$ cat config.mk
export PLATFORM = sky130hd
export DESIGN_NAME = i2c_master_bit_engine
export DESIGN_NICKNAME = d
export VERILOG_FILES = /design/src/rtl/i2cm_pkg.sv /design/src/rtl/i2cm_fifo.sv /design/src/rtl/i2cm_front.sv /design/src/rtl/i2cm_back.sv /design/src/rtl/i2c_master_bit_engine.sv
export SDC_FILE = /design/constraint.sdc
export NUM_CORES = 1
export LEC_CHECK = 0
export ABC_CLOCK_PERIOD_IN_PS = 5000
export BUFFER_PORTS_ARGS = -buffer_cell sky130_fd_sc_hd__buf_4
export CELL_PAD_IN_SITES_DETAIL_PLACEMENT = 1
export CELL_PAD_IN_SITES_GLOBAL_PLACEMENT = 2
export CORE_MARGIN = 2
export CORE_UTILIZATION = 40
export CTS_CLUSTER_SIZE = 16
export DETAILED_ROUTE_END_ITERATION = 10
export GPL_TIMING_DRIVEN = 0
export HOLD_SLACK_MARGIN = 0.15
export PLACE_DENSITY = 0.84
export SYNTH_ARGS = -nofsm -noshare
export SYNTH_HDL_FRONTEND = slang
export SYNTH_SLANG_ARGS = --single-unit
$ cat constraint.sdc
create_clock -name clk_i -period 5 [get_ports clk_i]
set_input_delay 0.5 -clock clk_i [delete_from_list [all_inputs] [get_ports clk_i]]
set_output_delay 0.5 -clock clk_i [all_outputs]
set_load 0.01 [all_outputs]
$ cat src/rtl/i2cm_pkg.sv
// shared types and constants of the i2c master bit engine
package i2cm_pkg;

  localparam int unsigned CmdDepthDefault = 2;
  localparam int unsigned ResDepthDefault = 2;
  localparam logic [15:0] AckTimeoutReset = 16'd1000;

  typedef enum logic [2:0] {
    OP_START     = 3'd0,
    OP_STOP      = 3'd1,
    OP_WRITE     = 3'd2,
    OP_READ_ACK  = 3'd3,
    OP_READ_NACK = 3'd4
  } op_e;

  // input word as offered on the push side
  typedef struct packed {
    logic       cmd_valid;
    logic [2:0] operation;
    logic [7:0] tx_byte;
    logic       sda_in;
  } cmd_t;

  // result word as shown on the pop side
  typedef struct packed {
    logic       scl_level;
    logic       sda_level;
    logic       busy_res;
    logic       done_res;
    logic [7:0] rx_byte;
    logic       nack;
    logic       error_flag;
  } res_t;

  // classified word handed from front to back
  typedef struct packed {
    logic       launch;
    op_e        op;
    logic [7:0] tx_byte;
    logic       sda_in;
  } item_t;

endpackage

$ cat src/rtl/i2cm_fifo.sv
// small first-in first-out queue of words
module i2cm_fifo #(
  parameter int unsigned Width = 1,
  parameter int unsigned Depth = 2
) (
  input  logic             clk_i,
  input  logic             rst_ni,
  input  logic             push_i,
  input  logic [Width-1:0] data_i,
  output logic             full_o,
  input  logic             pop_i,
  output logic [Width-1:0] data_o,
  output logic             empty_o
);

  localparam int unsigned AW = (Depth > 1) ? $clog2(Depth) : 1;
  localparam int unsigned CW = $clog2(Depth + 1);
  localparam logic [AW-1:0] LastPtr = AW'(Depth - 1);
  localparam logic [CW-1:0] FullCnt = CW'(Depth);

  logic [Width-1:0] mem_q [Depth];
  logic [AW-1:0]    wptr_q, wptr_d, rptr_q, rptr_d;
  logic [CW-1:0]    cnt_q, cnt_d;
  logic             do_push, do_pop;

  assign full_o  = (cnt_q == FullCnt);
  assign empty_o = (cnt_q == '0);
  assign do_push = push_i & ~full_o;
  assign do_pop  = pop_i & ~empty_o;
  assign data_o  = mem_q[rptr_q];

  always_comb begin
    wptr_d = wptr_q;
    rptr_d = rptr_q;
    cnt_d  = cnt_q;
    if (do_push) begin
      wptr_d = (wptr_q == LastPtr) ? '0 : wptr_q + 1'b1;
    end
    if (do_pop) begin
      rptr_d = (rptr_q == LastPtr) ? '0 : rptr_q + 1'b1;
    end
    unique case ({do_push, do_pop})
      2'b10:   cnt_d = cnt_q + 1'b1;
      2'b01:   cnt_d = cnt_q - 1'b1;
      default: cnt_d = cnt_q;
    endcase
  end

  always_ff @(posedge clk_i or negedge rst_ni) begin
    if (!rst_ni) begin
      wptr_q <= '0;
      rptr_q <= '0;
      cnt_q  <= '0;
    end else begin
      wptr_q <= wptr_d;
      rptr_q <= rptr_d;
      cnt_q  <= cnt_d;
    end
  end

  always_ff @(posedge clk_i) begin
    if (do_push) begin
      mem_q[wptr_q] <= data_i;
    end
  end

endmodule

$ cat src/rtl/i2cm_front.sv
// front end: accepts command words, classifies them and queues them for the engine
module i2cm_front import i2cm_pkg::*; #(
  parameter int unsigned CmdDepth = CmdDepthDefault
) (
  input  logic  clk_i,
  input  logic  rst_ni,
  input  logic  push,
  output logic  full,
  input  cmd_t  cmd_i,
  output logic  item_valid_o,
  output item_t item_o,
  input  logic  item_ready_i
);

  item_t item_in;
  logic  q_empty;

  // operation codes above read-with-nack never start anything
  always_comb begin
    item_in.launch  = cmd_i.cmd_valid && (cmd_i.operation <= 3'(OP_READ_NACK));
    item_in.op      = op_e'(cmd_i.operation);
    item_in.tx_byte = cmd_i.tx_byte;
    item_in.sda_in  = cmd_i.sda_in;
  end

  i2cm_fifo #(
    .Width ($bits(item_t)),
    .Depth (CmdDepth)
  ) u_cmd_q (
    .clk_i   (clk_i),
    .rst_ni  (rst_ni),
    .push_i  (push),
    .data_i  (item_in),
    .full_o  (full),
    .pop_i   (item_ready_i),
    .data_o  (item_o),
    .empty_o (q_empty)
  );

  assign item_valid_o = ~q_empty;

endmodule

$ cat src/rtl/i2cm_back.sv
// back end: bus sequencer, one drive step per word, results queued for the pop side
module i2cm_back import i2cm_pkg::*; #(
  parameter int unsigned ResDepth = ResDepthDefault
) (
  input  logic        clk_i,
  input  logic        rst_ni,
  input  logic        item_valid_i,
  input  item_t       item_i,
  output logic        item_ready_o,
  input  logic        cfg_we_i,
  input  logic [15:0] cfg_wdata_i,
  output logic        empty,
  input  logic        pop,
  output res_t        res_o
);

  typedef enum logic [2:0] {
    PH_IDLE,
    PH_START,
    PH_STOP,
    PH_WBIT,
    PH_WACK,
    PH_RBIT,
    PH_RACK
  } phase_e;

  phase_e      phase_q, phase_d, run_ph;
  logic [1:0]  sub_q, sub_d;
  logic [2:0]  bit_q, bit_d;
  logic [7:0]  shift_q, shift_d;
  logic [15:0] wait_q, wait_d;
  op_e         op_q, op_d;
  logic        scl_q, scl_d, sda_q, sda_d, err_q, err_d, nack_q, nack_d;
  logic [15:0] timeout_q;
  logic        res_full, fire, done;
  res_t        res_d;

  assign fire         = item_valid_i & ~res_full;
  assign item_ready_o = ~res_full;

  always_comb begin
    phase_d = phase_q;
    sub_d   = sub_q;
    bit_d   = bit_q;
    shift_d = shift_q;
    wait_d  = wait_q;
    op_d    = op_q;
    scl_d   = scl_q;
    sda_d   = sda_q;
    err_d   = err_q;
    nack_d  = nack_q;
    done    = 1'b0;

    if (phase_q == PH_IDLE && item_i.launch) begin
      op_d   = item_i.op;
      sub_d  = 2'd0;
      bit_d  = 3'd0;
      wait_d = 16'd0;
      unique case (item_i.op)
        OP_START: begin
          phase_d = PH_START;
          err_d   = 1'b0;
        end
        OP_STOP: phase_d = PH_STOP;
        OP_WRITE: begin
          phase_d = PH_WBIT;
          shift_d = item_i.tx_byte;
        end
        default: begin
          phase_d = PH_RBIT;
          shift_d = 8'd0;
        end
      endcase
    end

    run_ph = phase_d;
    unique case (run_ph)
      PH_START: begin
        unique case (sub_d)
          2'd0: begin scl_d = 1'b1; sda_d = 1'b1; sub_d = 2'd1; end
          2'd1: begin scl_d = 1'b1; sda_d = 1'b0; sub_d = 2'd2; end
          default: begin scl_d = 1'b0; sda_d = 1'b0; done = 1'b1; end
        endcase
      end
      PH_STOP: begin
        unique case (sub_d)
          2'd0: begin scl_d = 1'b0; sda_d = 1'b0; sub_d = 2'd1; end
          2'd1: begin scl_d = 1'b1; sda_d = 1'b0; sub_d = 2'd2; end
          default: begin scl_d = 1'b1; sda_d = 1'b1; done = 1'b1; end
        endcase
      end
      PH_WBIT: begin
        sda_d = shift_d[7];
        if (sub_d == 2'd0) begin
          scl_d = 1'b0;
          sub_d = 2'd1;
        end else begin
          scl_d   = 1'b1;
          sub_d   = 2'd0;
          shift_d = {shift_d[6:0], 1'b0};
          if (bit_d == 3'd7) begin
            phase_d = PH_WACK;
            bit_d   = 3'd0;
          end else begin
            bit_d = bit_d + 1'b1;
          end
        end
      end
      PH_WACK: begin
        sda_d = 1'b1;
        if (sub_d == 2'd0) begin
          scl_d = 1'b0;
          sub_d = 2'd1;
        end else if (sub_d == 2'd1) begin
          scl_d  = 1'b1;
          sub_d  = 2'd2;
          wait_d = 16'd0;
        end else if (!item_i.sda_in) begin
          scl_d  = 1'b0;
          nack_d = 1'b0;
          done   = 1'b1;
        end else if (wait_d >= timeout_q) begin
          // slave never pulled sda low in time
          scl_d  = 1'b0;
          nack_d = 1'b1;
          err_d  = 1'b1;
          done   = 1'b1;
        end else begin
          wait_d = wait_d + 1'b1;
          scl_d  = 1'b1;
        end
      end
      PH_RBIT: begin
        sda_d = 1'b1;
        if (sub_d == 2'd0) begin
          scl_d = 1'b1;
          sub_d = 2'd1;
        end else begin
          shift_d = {shift_d[6:0], item_i.sda_in};
          scl_d   = 1'b0;
          sub_d   = 2'd0;
          if (bit_d == 3'd7) begin
            phase_d = PH_RACK;
            bit_d   = 3'd0;
          end else begin
            bit_d = bit_d + 1'b1;
          end
        end
      end
      PH_RACK: begin
        if (op_d == OP_READ_ACK) begin
          unique case (sub_d)
            2'd0: begin scl_d = 1'b0; sda_d = 1'b0; sub_d = 2'd1; end
            2'd1: begin scl_d = 1'b1; sda_d = 1'b0; sub_d = 2'd2; end
            2'd2: begin scl_d = 1'b0; sda_d = 1'b0; sub_d = 2'd3; end
            default: begin scl_d = 1'b0; sda_d = 1'b1; done = 1'b1; end
          endcase
        end else begin
          unique case (sub_d)
            2'd0: begin scl_d = 1'b0; sda_d = 1'b1; sub_d = 2'd1; end
            2'd1: begin scl_d = 1'b1; sda_d = 1'b1; sub_d = 2'd2; end
            default: begin scl_d = 1'b0; sda_d = 1'b1; done = 1'b1; end
          endcase
        end
      end
      default: ;
    endcase

    res_d.rx_byte = 8'd0;
    if (done) begin
      if (op_d == OP_READ_ACK || op_d == OP_READ_NACK) begin
        res_d.rx_byte = shift_d;
      end
      phase_d = PH_IDLE;
      sub_d   = 2'd0;
      bit_d   = 3'd0;
    end

    res_d.scl_level  = scl_d;
    res_d.sda_level  = sda_d;
    res_d.busy_res   = (phase_q != PH_IDLE);
    res_d.done_res   = done;
    res_d.nack       = nack_d;
    res_d.error_flag = err_d;
  end

  always_ff @(posedge clk_i or negedge rst_ni) begin
    if (!rst_ni) begin
      phase_q   <= PH_IDLE;
      sub_q     <= 2'd0;
      bit_q     <= 3'd0;
      shift_q   <= 8'd0;
      wait_q    <= 16'd0;
      op_q      <= OP_START;
      scl_q     <= 1'b1;
      sda_q     <= 1'b1;
      err_q     <= 1'b0;
      nack_q    <= 1'b0;
      timeout_q <= AckTimeoutReset;
    end else begin
      if (cfg_we_i) begin
        timeout_q <= cfg_wdata_i;
      end
      if (fire) begin
        phase_q <= phase_d;
        sub_q   <= sub_d;
        bit_q   <= bit_d;
        shift_q <= shift_d;
        wait_q  <= wait_d;
        op_q    <= op_d;
        scl_q   <= scl_d;
        sda_q   <= sda_d;
        err_q   <= err_d;
        nack_q  <= nack_d;
      end
    end
  end

  i2cm_fifo #(
    .Width ($bits(res_t)),
    .Depth (ResDepth)
  ) u_res_q (
    .clk_i   (clk_i),
    .rst_ni  (rst_ni),
    .push_i  (fire),
    .data_i  (res_d),
    .full_o  (res_full),
    .pop_i   (pop),
    .data_o  (res_o),
    .empty_o (empty)
  );

endmodule

$ cat src/rtl/i2c_master_bit_engine.sv
// i2c master bit engine: one bus tick per word, drive levels and status per word
// a pushed word waits in the command queue; its result goes to the result queue for the pop side
// throughput: one word per cycle unless the result queue is full (single-step back end)
// both sides are queues (default depth two), so either side may stall on its own
// reset: queues empty, scl and sda released high, flags clear, ack timeout 1000 ticks
module i2c_master_bit_engine import i2cm_pkg::*; #(
  parameter int unsigned CmdDepth = CmdDepthDefault,
  parameter int unsigned ResDepth = ResDepthDefault
) (
  input  logic        clk_i,
  input  logic        rst_ni,
  input  logic        push,
  output logic        full,
  input  cmd_t        cmd_i,
  output logic        empty,
  input  logic        pop,
  output res_t        res_o,
  input  logic        cfg_we_i,
  input  logic [15:0] cfg_wdata_i
);

  logic  item_valid, item_ready;
  item_t item;

  i2cm_front #(
    .CmdDepth (CmdDepth)
  ) u_front (
    .clk_i        (clk_i),
    .rst_ni       (rst_ni),
    .push         (push),
    .full         (full),
    .cmd_i        (cmd_i),
    .item_valid_o (item_valid),
    .item_o       (item),
    .item_ready_i (item_ready)
  );

  i2cm_back #(
    .ResDepth (ResDepth)
  ) u_back (
    .clk_i        (clk_i),
    .rst_ni       (rst_ni),
    .item_valid_i (item_valid),
    .item_i       (item),
    .item_ready_o (item_ready),
    .cfg_we_i     (cfg_we_i),
    .cfg_wdata_i  (cfg_wdata_i),
    .empty        (empty),
    .pop          (pop),
    .res_o        (res_o)
  );

endmodule

# Yosys cells after proc, flatten, opt, wreduce, memory -nomap -nowiden
# Memory sizes are Yosys's and may differ from the RTL's.
# Index checks and enable logic that the tools add are counted.
[classes] n_mux=77 bitwise_logic=8 add_sub_neg=10 n_eq_ne=19 n_reduce_logical=18 magnitude_cmp=2
[ops] cell="$mux 16" n=6
[ops] cell="$mux 8" n=5
[ops] cell="$mux 1" n=37
[ops] cell="$mux 3" n=12
[ops] cell="$pmux 8 s2" n=2
[ops] cell="$add 16x1->16 const B" n=1
[ops] cell="$ge 16x16->1" n=1
[ops] cell="$eq 3x3->1 const B" n=5
[ops] cell="$eq 3x2->1 const B" n=4
[ops] cell="$pmux 2 s2" n=3
[ops] cell="$reduce_or 2->1" n=6
[ops] cell="$eq 2x2->1 const B" n=5
[ops] cell="$mux 2" n=5
[ops] cell="$pmux 1 s5" n=2
[ops] cell="$pmux 3 s3" n=1
[ops] cell="$pmux 2 s4" n=1
[ops] cell="$eq 2x1->1 const B" n=3
[ops] cell="$eq 3x1->1 const B" n=2
[ops] cell="$logic_not 2->1" n=3
[ops] cell="$logic_not 3->1" n=2
[ops] cell="$pmux 2 s3" n=1
[ops] cell="$pmux 3 s2" n=1
[ops] cell="$add 1x1->1 const B" n=4
[ops] cell="$add 2x1->2 const B" n=2
[ops] cell="11 further kinds" n=20
[word_totals] output_inout_bits=16 inputBits=34 mem_count=2 regBits=63 ram_bits=54
[memory_table] memory="u_back.u_res_q.mem_q" words=2 word_bits=14 rd=1 rd_clocked_by_memory_dff=0 write_ports=1 line_no="i2cm_fifo.sv:21" source="logic [Width-1:0] mem_q [Depth];"
[memory_table] memory="u_front.u_cmd_q.mem_q" words=2 word_bits=13 rd=1 rd_clocked_by_memory_dff=0 write_ports=1 line_no="i2cm_fifo.sv:21"

# Logic depth before layout (Yosys ltp)
# Gate-level depths: netlist (run 1).
[logic_depth] depth_word=10 depth_mapped=17

# Hierarchy
# Synthesis (run 1) repeated with hierarchy kept, for this count alone.
[hier_totals] hier_cells=606 hier_area_um2=6327.3
[by_module_without_submodules] mod="i2cm_back" cells_each=483 instances=1 area_per_inst_um2=3921.3 seq_area_each_um2=1386.3
[by_module_without_submodules] mod="i2cm_fifo at u_back.u_res_q" cells_each=62 instances=1 area_per_inst_um2=1256.2 seq_area_each_um2=940.9
[by_module_without_submodules] mod="i2cm_fifo at u_front.u_cmd_q" cells_each=58 instances=1 area_per_inst_um2=1134.8 seq_area_each_um2=880.8
[by_module_without_submodules] mod="i2cm_front" cells_each=3 instances=1 area_per_inst_um2=15.0 seq_area_each_um2=0.0

# Worst setup path before layout (run 1)
# Ideal clock, no wire load.
[synth_path] kind="register -> register" start="register u_front.u_cmd_q.rptr_q" end="memory u_back.u_res_q.mem_q[0][2] (netlist name) (data pin)" path_buffers=3 setup_slack_ps=1325 t_arrival_ps=3407 path_stages_with_launch=15 required_time_ps=4732 path_cell_list="dfrtp_1 > mux2i_2 > nand2b_1 > buf_2 > buf_2 > clkbuf_1 > nand2_1 > ha_1 > nand2b_1 > a2111oi_2 > a311oi_4 > nor4b_4 > o221ai_4 > o211ai_4 > nor2_2"
[synth_rtl] item="start: declaration" line_no="i2cm_fifo.sv:22" source="logic [AW-1:0] wptr_q, wptr_d, rptr_q, rptr_d;"
[synth_rtl] item="start signal: assignment" line_no="i2cm_fifo.sv:56" source="rptr_q <= rptr_d;"
[synth_rtl] item="end: declaration" line_no="i2cm_fifo.sv:21"

==> results of run 1 <==
layout make-up:
type	instances	area, um2
Fill cell	1664	7810
Inverter	36	135
Tap cell	211	264
Clock buffer	19	433
Multi-Input combinational cell	405	2810
Buffer	29	126
Timing Repair Buffer	49	368
Sequential cell	117	3210
Clock inverter	13	110
cells by family after synthesis:
group / count (synthesis) / synth area share
xor+xnor: 15 / 0.0209
buf+inv: 65 / 0.0415
simple gates: 182 / 0.153
compound gates: 147 / 0.163
fa+ha+maj: 24 / 0.0479
mux: 37 / 0.0626
flops: 117 / 0.511
power by group through the flow:
stage / logic (mW) / clock network [mW] / registers (mW)
after floorplan: 1.41 / 0 / 1.48
after global placement: 1.99 / 0 / 1.50
after detailed placement: 2.08 / 0 / 1.53
after CTS: 2.09 / 1.15 / 1.52
after global routing: 2.30 / 1.20 / 1.55
final: 2.09 / 1.14 / 1.51
worst register-to-register path: cells and delay by family, from the launching register on:
| kind | cells | cell delay [ps] |
|---|---|---|
| simple gates | 5 | 1190 |
| compound gates | 4 | 1150 |
| buf+inv | 3 | 860 |
| mux | 1 | 550 |
| flops | 1 | 420 |
| fa+ha+maj | 1 | 320 |
flip-flops by register name (all words and copies together) (netlist names):
name / flops
u_back.shift_q: 8
u_front.u_cmd_q.wptr_q: 1
u_back.op_q: 3
u_back.nack_q: 1
u_back.err_q: 1
u_front.u_cmd_q.mem_q: 26
u_back.bit_q: 3
u_back.u_res_q.mem_q: 28
u_back.phase_q: 3
u_front.u_cmd_q.rptr_q: 1
u_back.timeout_q: 16
u_back.wait_q: 16
u_back.sda_q: 1
u_back.scl_q: 1
u_back.u_res_q.rptr_q: 1
u_back.u_res_q.cnt_q: 2
u_back.sub_q: 2
u_front.u_cmd_q.cnt_q: 2
u_back.u_res_q.wptr_q: 1
Yosys cell counts (15+ instances only):
cell type	instances	area, um2
inv_1	35	131
mux2i_1	21	210
nor2_1	31	116
edfxtp_1	54	1620
dfrtp_1	55	1380
and2_1	16	100
a21oi_1	19	95.1
clkbuf_1	18	67.6
o21ai_0	55	275
mux2_2	15	169
ha_1	24	300
nand2_1	66	248
per-layer routing:
metal / track usage / vias up
met1: 0.299 / 2471
met2: 0.354 / 99
met4: 0.0742 / 0
li1: - / 2281
met3: 0.0376 / 21
met5: 0 / -
worst paths after layout:
check                                       start                     endpoint  depth (start not counted)
hold / removal                             rst_ni          u_back.timeout_q[4]                          1
hold reg to reg                      u_back.scl_q                 u_back.scl_q                          2
setup reg to reg           u_front.u_cmd_q.rptr_q   u_back.u_res_q.mem_q[0][8]                         14
min in group clk_i                       cmd_i[1]  u_front.u_cmd_q.mem_q[1][1]                          1
max in group asynchronous                  rst_ni            u_back.shift_q[5]                          1
setup / recovery           u_front.u_cmd_q.rptr_q   u_back.u_res_q.mem_q[0][8]                         14
==> run metrics, run 1 <==
LEAKAGE about 3.1 nW; global-route wire length before repair about 28000 um; Synth cell types 77; port bufs 49; 1st-pass router iterations 5; CTS tree yes; clock-pin transition on the worst setup and hold timing paths 60 ps; prevailing post-synth register cell dfrtp_1; arrival time worst endpoint 4910 ps; worst reg-to-reg setup slack 250 ps; CP Capture Type register; Max-Slew Margin vs Limit 0.191; Initial DRC Count roughly 270; Flop pwr share 0.319; P&R area growth vs syn 18.7%; Routed WL between 15000 and 20000 um; DP Worst Slack slightly above 100 ps; Final Power around 4.7 mW; routed wl met3 around 610 um; setup total negative slack 0 ps; Post-synth ARST share 0.538; combinational group share of total power 0.441; worst skew pair latency 430 ps; core box area between 15000 and 20000 um2; crit-path max FO 10; Final Max Slew Viols 0; commonest non-fill, non-tap cell in the layout nand2_1; warnings from Yosys 0; Worst Max-Slew Pin Slew between 1000 and 1500 ps; final setup violation count 0; Net Sw Frac 0.407; delay-heaviest family, CP simple AND/OR/NAND/NOR gates; Met2 Wirelength between 8000 and 9000 um; Post-Place Cells approximately 850; Vert. Die Dim 129 um; clock root buffer master clkbuf_16; post-CTS setup buffers 0; #FFs+latches synth approximately 120; CTS buffer count 17; syn_area_per_cell roughly 11 um2; Syn Nets about 650; CP required around 5200 ps; Overall Global Routing Usage 0.219; Sw Pwr between 1.5 and 2 mW; P_int ~2.8 mW; I/O Pins 50; DR WL/cell just under 20 um; Final Hold Vio Count 0; CTS resizes 0; Final Non-Filler Cells 879; fin util 0.488; DIE WIDTH between 100 and 150 um; crit path launch type register; Max Freq around 210 MHz; Top Metal Used met4; max_cap viols 0; Row Count between 40 and 50; Initial Util 0.411; Fin Hold WS between 150 and 200 ps; HP Class input port to asynchronous set/reset pin; fraction of layout instances using a drive strength above 1 0.213; initial antenna violation count 0; maximum buffer depth of the clock tree 2; outcome completed; Syn Inst Count approximately 600; CTS sink cnt around 120; Final GP Congestion ~0.85; die area 16700 um2; critical path's slowest cell mux2i_2; DRC Markers 0; Final WS setup 250 ps; Final Critical Period about 4700 ps; synthesized area between 6000 and 7000 um2; Clk pwr share 0.240; Pwr Density about 640 nW/um2; post-place instance area between 6000 and 7000 um2; met1 wire length approximately 8100 um; H-tree depth 4; hold buffers post-CTS 0; Ant. Diodes 0; via count 4872; buffer and inverter count on the worst path 3; vias in the first global route ~5.2k; placed wire-length estimate ~12000 um; Peak VDD IR 0.283 mV; Post-DRT Antenna Nets 0; fin nets 713; largest net degree at the start of global routing 64; Largest stage delay, worst path around 550 ps; clock skew 9.97 ps; drt via density 5.54; design area approximately 7500 um2; WS Path Type register to register; most frequent cells in the layout 66 x nand2_1, 55 x o21ai_0, 55 x dfrtp_1; Post-synth EDFFs 54; register area share after synthesis 0.511; unrepaired setup endpoints after global routing no; grt ovf 0; final worst-path cycle share 0.950; critical-path cell list mux2i_2, nand2b_1, buf_2, buf_2, clkbuf_2, nand2_1, ha_1, nand2b_1, a2111oi_2, a311oi_4, nor4b_4, o221ai_4, o211ai_4, nor2_2
No activity file was read; power rests on OpenSTA's default activity.
==> run 2, diff against run 1 <==
--- a/config.mk
+++ b/config.mk
@@ -5,17 +5,17 @@
 export SDC_FILE = /design/constraint.sdc
 export NUM_CORES = 1
 export LEC_CHECK = 0
-export ABC_CLOCK_PERIOD_IN_PS = 5000
+export ABC_CLOCK_PERIOD_IN_PS = 4010
 export BUFFER_PORTS_ARGS = -buffer_cell sky130_fd_sc_hd__buf_4
 export CELL_PAD_IN_SITES_DETAIL_PLACEMENT = 1
 export CELL_PAD_IN_SITES_GLOBAL_PLACEMENT = 2
 export CORE_MARGIN = 2
-export CORE_UTILIZATION = 40
+export CORE_UTILIZATION = 36
 export CTS_CLUSTER_SIZE = 16
 export DETAILED_ROUTE_END_ITERATION = 10
 export GPL_TIMING_DRIVEN = 0
 export HOLD_SLACK_MARGIN = 0.15
-export PLACE_DENSITY = 0.84
+export PLACE_DENSITY = 0.8
 export SYNTH_ARGS = -nofsm -noshare
 export SYNTH_HDL_FRONTEND = slang
 export SYNTH_SLANG_ARGS = --single-unit
==> constraint.sdc (replaced) <==
create_clock -name clk_i -period 4.01 [get_ports clk_i]
set_input_delay 0.401 -clock clk_i [delete_from_list [all_inputs] [get_ports clk_i]]
set_output_delay 0.401 -clock clk_i [all_outputs]
set_load 0.01 [all_outputs]
==> run metrics, run 2 (same netlist as run 1, synthesis figures left out) <==
initial antenna violation count 0 (unchanged); H-tree depth 4 (unchanged); Final Critical Period 3870 ps (-875 ps); WS Path Type register to register; die area 18500 um2 (+11%); DR WL/cell 18.5 um (-4.6%); Largest stage delay, worst path 610 ps (+60 ps); Final GP Congestion 0.820 (-3.1%); core box area 17200 um2 (+13%); Biggest register u_back.u_res_q.mem_q; largest net degree at the start of global routing 64 (unchanged); final setup violation count 0 (unchanged); drt via density 5.35 (-3.5%); worst skew pair latency 420 ps (about the same); CP required 4280 ps (-880 ps); fraction of layout instances using a drive strength above 1 0.233 (+0.0201); vias in the first global route 4929 (-5.3%); max reg flops 28 (unchanged); critical path's slowest cell or4_4; grt ovf 0 (unchanged); final worst-path cycle share 0.966 (+0.0163); via count 4835 (-0.76%); Initial Util 0.365 (-0.0459); biggest regs u_back.u_res_q.mem_q x28, u_front.u_cmd_q.mem_q x26; critical path depth 13 (-1); Ant. Diodes 0 (unchanged); Critical Path Source u_front.u_cmd_q.rptr_q; CP Capture Type register; Overall Global Routing Usage 0.189 (-0.0295); I/O Pins 50 (unchanged); DRC Markers 0 (unchanged); worst reg-to-reg setup slack 140 ps (-110 ps); Worst Max-Slew Pin Slew 1210 ps (-3.44 ps); buffer and inverter count on the worst path 2 (-1); placed wire-length estimate 12000 um (-2.0%); Pwr Density 795 nW/um2 (+25%); Final Max Slew Viols 0 (unchanged); Vert. Die Dim 136 um (+5.2%); Worst R2R Path Depth 13 (-1); Fin Hold WS 161 ps (-32.2 ps); Final Power 6.09 mW (+29%); CTS sink cnt 117 (unchanged); 1st-pass router iterations 5 (unchanged); DP Worst Slack -840 ps (-942 ps); fill count 1887 (+13%); most frequent cells in the layout 66 x nand2_1, 61 x buf_4, 55 x o21ai_0; global-route wire length before repair 26400 um (-5.2%); Post-DRT Antenna Nets 0 (unchanged); crit path launch type register; Max Freq 258 MHz (+23%); CP endpoint u_back.u_res_q.mem_q[0][4]; Worst Hold Depth 1; Peak VDD IR 0.347 mV (+23%); setup total negative slack 0 ps (unchanged); Final Non-Filler Cells 904 (+2.8%); commonest non-fill, non-tap cell in the layout nand2_1; P&R area growth vs syn 22.3%; clock root buffer master clkbuf_16; Row Count 48 (+6.7%); DIE WIDTH 136 um (+5.2%); clock-pin transition on the worst setup and hold timing paths 60 ps (about the same); clock skew 8.51 ps (-1.46 ps); arrival time worst endpoint 4150 ps (-760 ps); worst reg2reg startpoint u_front.u_cmd_q.rptr_q; CTS tree yes; Initial DRC Count 289 (+6.6%); LEAKAGE 3.17 nW (+3.0%); Post-Place Cells 861 (+1.7%); Max-Slew Margin vs Limit 0.194 (+0.00230); CTS buffer count 17 (unchanged); maximum buffer depth of the clock tree 2 (unchanged); Routed WL 16700 um (-1.9%); port bufs 49 (unchanged); fin nets 724 (+1.5%); Final WS setup 135 ps (-115 ps); FF-to-FF End u_back.u_res_q.mem_q[0][4]; Final Hold Vio Count 0 (unchanged); delay-heaviest family, CP simple AND/OR/NAND/NOR gates; crit-path max FO 10 (unchanged); HP Class input port to register; critical-path cell list mux2i_4, nand2b_1, clkbuf_4, buf_6, and2_1, ha_1, nand4_1, or4_4, a311oi_4, nor4b_4, o221ai_4, o211ai_4, nor2_2; outcome completed; max_cap viols 0 (unchanged)
run 2: cell type report:
class,instances,area [um2],share of cell area
inverters,36,135,0.0176
flip-flops and latches,117,3210,0.418
well taps,225,282,0.0367
repair buffers,61,465,0.0607
clock buffers,21,450,0.0587
plain buffers,28,148,0.0192
multi-input cells,405,2850,0.372
clock inverters,11,129,0.0168
run 2: worst min-delay path by stage:
stage	slack, ps	end	start
finish	160	u_front.u_cmd_q.mem_q[1][6]	cmd_i[6]
floorplan	110	u_back.bit_q[0]	rst_ni
detailed placement	460	u_back.scl_q	u_back.scl_q
global placement	450	u_back.sda_q	u_back.sda_q
CTS	150	u_front.u_cmd_q.mem_q[0][3]	cmd_i[3]
global route	150	u_front.u_cmd_q.mem_q[1][6]	cmd_i[6]
run 2: routing by layer:
metal | vias to the layer above | share of wire | track usage
li1 | 2298 | - | -
met1 | 2407 | 0.47 | 0.264
met2 | 110 | 0.47 | 0.297
met3 | 20 | 0.042 | 0.0328
met4 | 0 | 0.016 | 0.0666
met5 | - | 0 | 0
run 2: stage by stage:
step	utilization	instance area, um2
after floorplan	-	6270
after detailed placement	0.403	6920
after global routing	0.447	7670
after CTS	0.444	7620
final	0.447	7670
after global placement	0.403	6920
run 2: what timing repair did:
item                                    4_1_cts  5_1_grt
gates resized for setup                      13        8
endpoints found under the hold margin        57        2
hold buffers                                  2        1
pin swaps                                     2        5
buffers inserted                              7        2
endpoints found under the setup margin       51       40
run 2: power by group:
part / internal, mW / total [mW] / switching [mW]
registers: 1.71 / 1.89 / 0.181
logic: 1.05 / 2.72 / 1.67
clock network: 0.931 / 1.49 / 0.555
==> run 3, diff against run 2 <==
--- a/config.mk
+++ b/config.mk
@@ -15,7 +15,7 @@
 export DETAILED_ROUTE_END_ITERATION = 10
 export GPL_TIMING_DRIVEN = 0
 export HOLD_SLACK_MARGIN = 0.15
-export PLACE_DENSITY = 0.8
+export PLACE_DENSITY_LB_ADDON = 0.1
 export SYNTH_ARGS = -nofsm -noshare
 export SYNTH_HDL_FRONTEND = slang
 export SYNTH_SLANG_ARGS = --single-unit
==> run metrics, run 3 (same netlist as run 1, synthesis figures left out) <==
design area 7710 um2 (+0.54%); core box area 17200 um2 (unchanged); final setup violation count 0 (unchanged); setup total negative slack 0 ps (unchanged); clock root buffer master clkbuf_16; Initial Util 0.365 (unchanged); via count 4793 (-0.87%); final worst-path cycle share 0.948 (-0.0183); DRC Markers 0 (unchanged); die area 18500 um2 (unchanged); clock-pin transition on the worst setup and hold timing paths 60 ps (about the same); buffer and inverter count on the worst path 4 (+2); initial antenna violation count 0 (unchanged); CP required 4270 ps (about the same); Row Count 48 (unchanged); largest net degree at the start of global routing 64 (unchanged); Post-DRT Antenna Nets 0 (unchanged); fraction of layout instances using a drive strength above 1 0.242 (+0.00955); I/O Pins 50 (unchanged); vias in the first global route 5002 (+1.5%); DR WL/cell 19.3 um (+4.0%); Max Freq 263 MHz (+1.9%); Biggest register u_back.u_res_q.mem_q; 1st-pass router iterations 4 (-1); global-route wire length before repair 27900 um (+5.5%); worst skew pair latency 410 ps (about the same); maximum buffer depth of the clock tree 2 (unchanged); unrepaired setup endpoints after global routing no; port bufs 49 (unchanged); WS Path Type register to register; placed wire-length estimate 12400 um (+3.4%); grt ovf 0 (unchanged); critical-path cell list buf_4, nor3_4, nand2b_1, buf_4, buf_6, buf_6, and2_4, ha_4, nand3_1, or4_4, a311oi_4, nor4b_4, o221ai_4, o211ai_4, nor2_4; Worst R2R Path Depth 15 (+2); post-place instance area 6920 um2 (unchanged); critical path depth 15 (+2); Max-Slew Margin vs Limit 0.274 (+0.0801); critical path's slowest cell or4_4; max reg flops 28 (unchanged); most frequent cells in the layout 64 x nand2_1, 61 x buf_4, 55 x o21ai_0; DIE WIDTH 136 um (unchanged); Final Max Slew Viols 0 (unchanged); crit-path max FO 10 (unchanged); H-tree depth 4 (unchanged); P&R area growth vs syn 22.9%; CTS tree yes; Final Power 6.12 mW (+0.46%); Final Non-Filler Cells 902 (-0.22%); CP Capture Type register; HP Class input port to register; Final GP Congestion 0.807 (-1.6%); delay-heaviest family, CP simple AND/OR/NAND/NOR gates; Pwr Density 794 nW/um2 (about the same); Overall Global Routing Usage 0.200 (+0.0104); LEAKAGE 3.16 nW (-0.26%); Ant. Diodes 0 (unchanged); commonest non-fill, non-tap cell in the layout nand2_1; CTS sink cnt 117 (unchanged); fin util 0.449 (+0.00240); clock skew 8.17 ps (-0.339 ps); drt via density 5.31 (-0.65%); fin nets 722 (-0.28%); Worst Max-Slew Pin Slew 1090 ps (-120 ps); crit path launch type register; biggest regs u_back.u_res_q.mem_q x28, u_front.u_cmd_q.mem_q x26; Largest stage delay, worst path 550 ps (-60 ps); Worst Hold Depth 1 (unchanged); Vert. Die Dim 136 um (unchanged); outcome completed; Final Critical Period 3800 ps (-73.3 ps); Peak VDD IR 0.338 mV (-2.6%); Routed WL 17400 um (+3.7%); max_cap viols 0 (unchanged); arrival time worst endpoint 4060 ps (-90 ps); Initial DRC Count 228 (-21%); CTS buffer count 17 (unchanged); Post-Place Cells 861 (unchanged); Final Hold Vio Count 0 (unchanged)
==> run 3: routing by layer <==
metal  global-route usage  vias up  routed length (um)
met1                0.295     2412                8880
met5                    0        -                   0
met2                0.297       77                7770
li1                     -     2293                   -
met3               0.0377       11                 561
met4               0.0602        0                 157
==> run 3: worst paths after layout <==
path	from	end	slack, ps
worst max register to register	u_back.phase_q[2]	u_back.u_res_q.mem_q[1][9]	210
worst max-delay path	u_back.phase_q[2]	u_back.u_res_q.mem_q[1][9]	210
min in group asynchronous	rst_ni	u_back.wait_q[4]	650
worst min-delay path	cmd_i[2]	u_front.u_cmd_q.mem_q[1][2]	170
max in group asynchronous	rst_ni	u_front.u_cmd_q.rptr_q	2740
worst min register to register	u_back.sda_q	u_back.sda_q	460
==> run 3: through the flow <==
step                      hold WS, ps  setup WS, ps
after floorplan                   105           335
after global placement            449          -928
after detailed placement          456          -955
after CTS                         151          7.20
after global routing              151          47.4
final                             167           209
==> run 3: area by class of cell <==
type | instances | area (um2)
plain buffers | 28 | 149
fillers | 1913 | 9460
repair buffers | 59 | 453
well taps | 225 | 282
multi-input cells | 405 | 2910
clock inverters | 14 | 141
flip-flops and latches | 117 | 3210
inverters | 36 | 135
clock buffers | 18 | 429
==> run 3: worst reg2reg max path, delay by kind of cell (launching register included) <==
| family | cells | cell delay, ps |
|---|---|---|
| and+or+nand+nor | 7 | 1430 |
| AOI/OAI and AO/OA | 3 | 930 |
| buffers and inverters | 4 | 650 |
| DFF | 1 | 360 |
| adders and majority gates | 1 | 270 |
==> run 3: timing repair <==
item                                   4_1_cts  5_1_grt
endpoints found under the hold margin        7        0
pin swaps                                    3       10
resized for setup                           12       23
setup endpoints to repair                   55       48
setup buffers                                6        3
gates cloned                                 0        0
hold buffers                                 1        0
==> run 3: report_power, final <==
group	switching (mW)	total [mW]	internal (mW)	leakage, nW
Sequential	0.175	1.88	1.71	1.29
Combinational	1.71	2.77	1.06	1.60
Clock	0.606	1.48	0.869	0.267
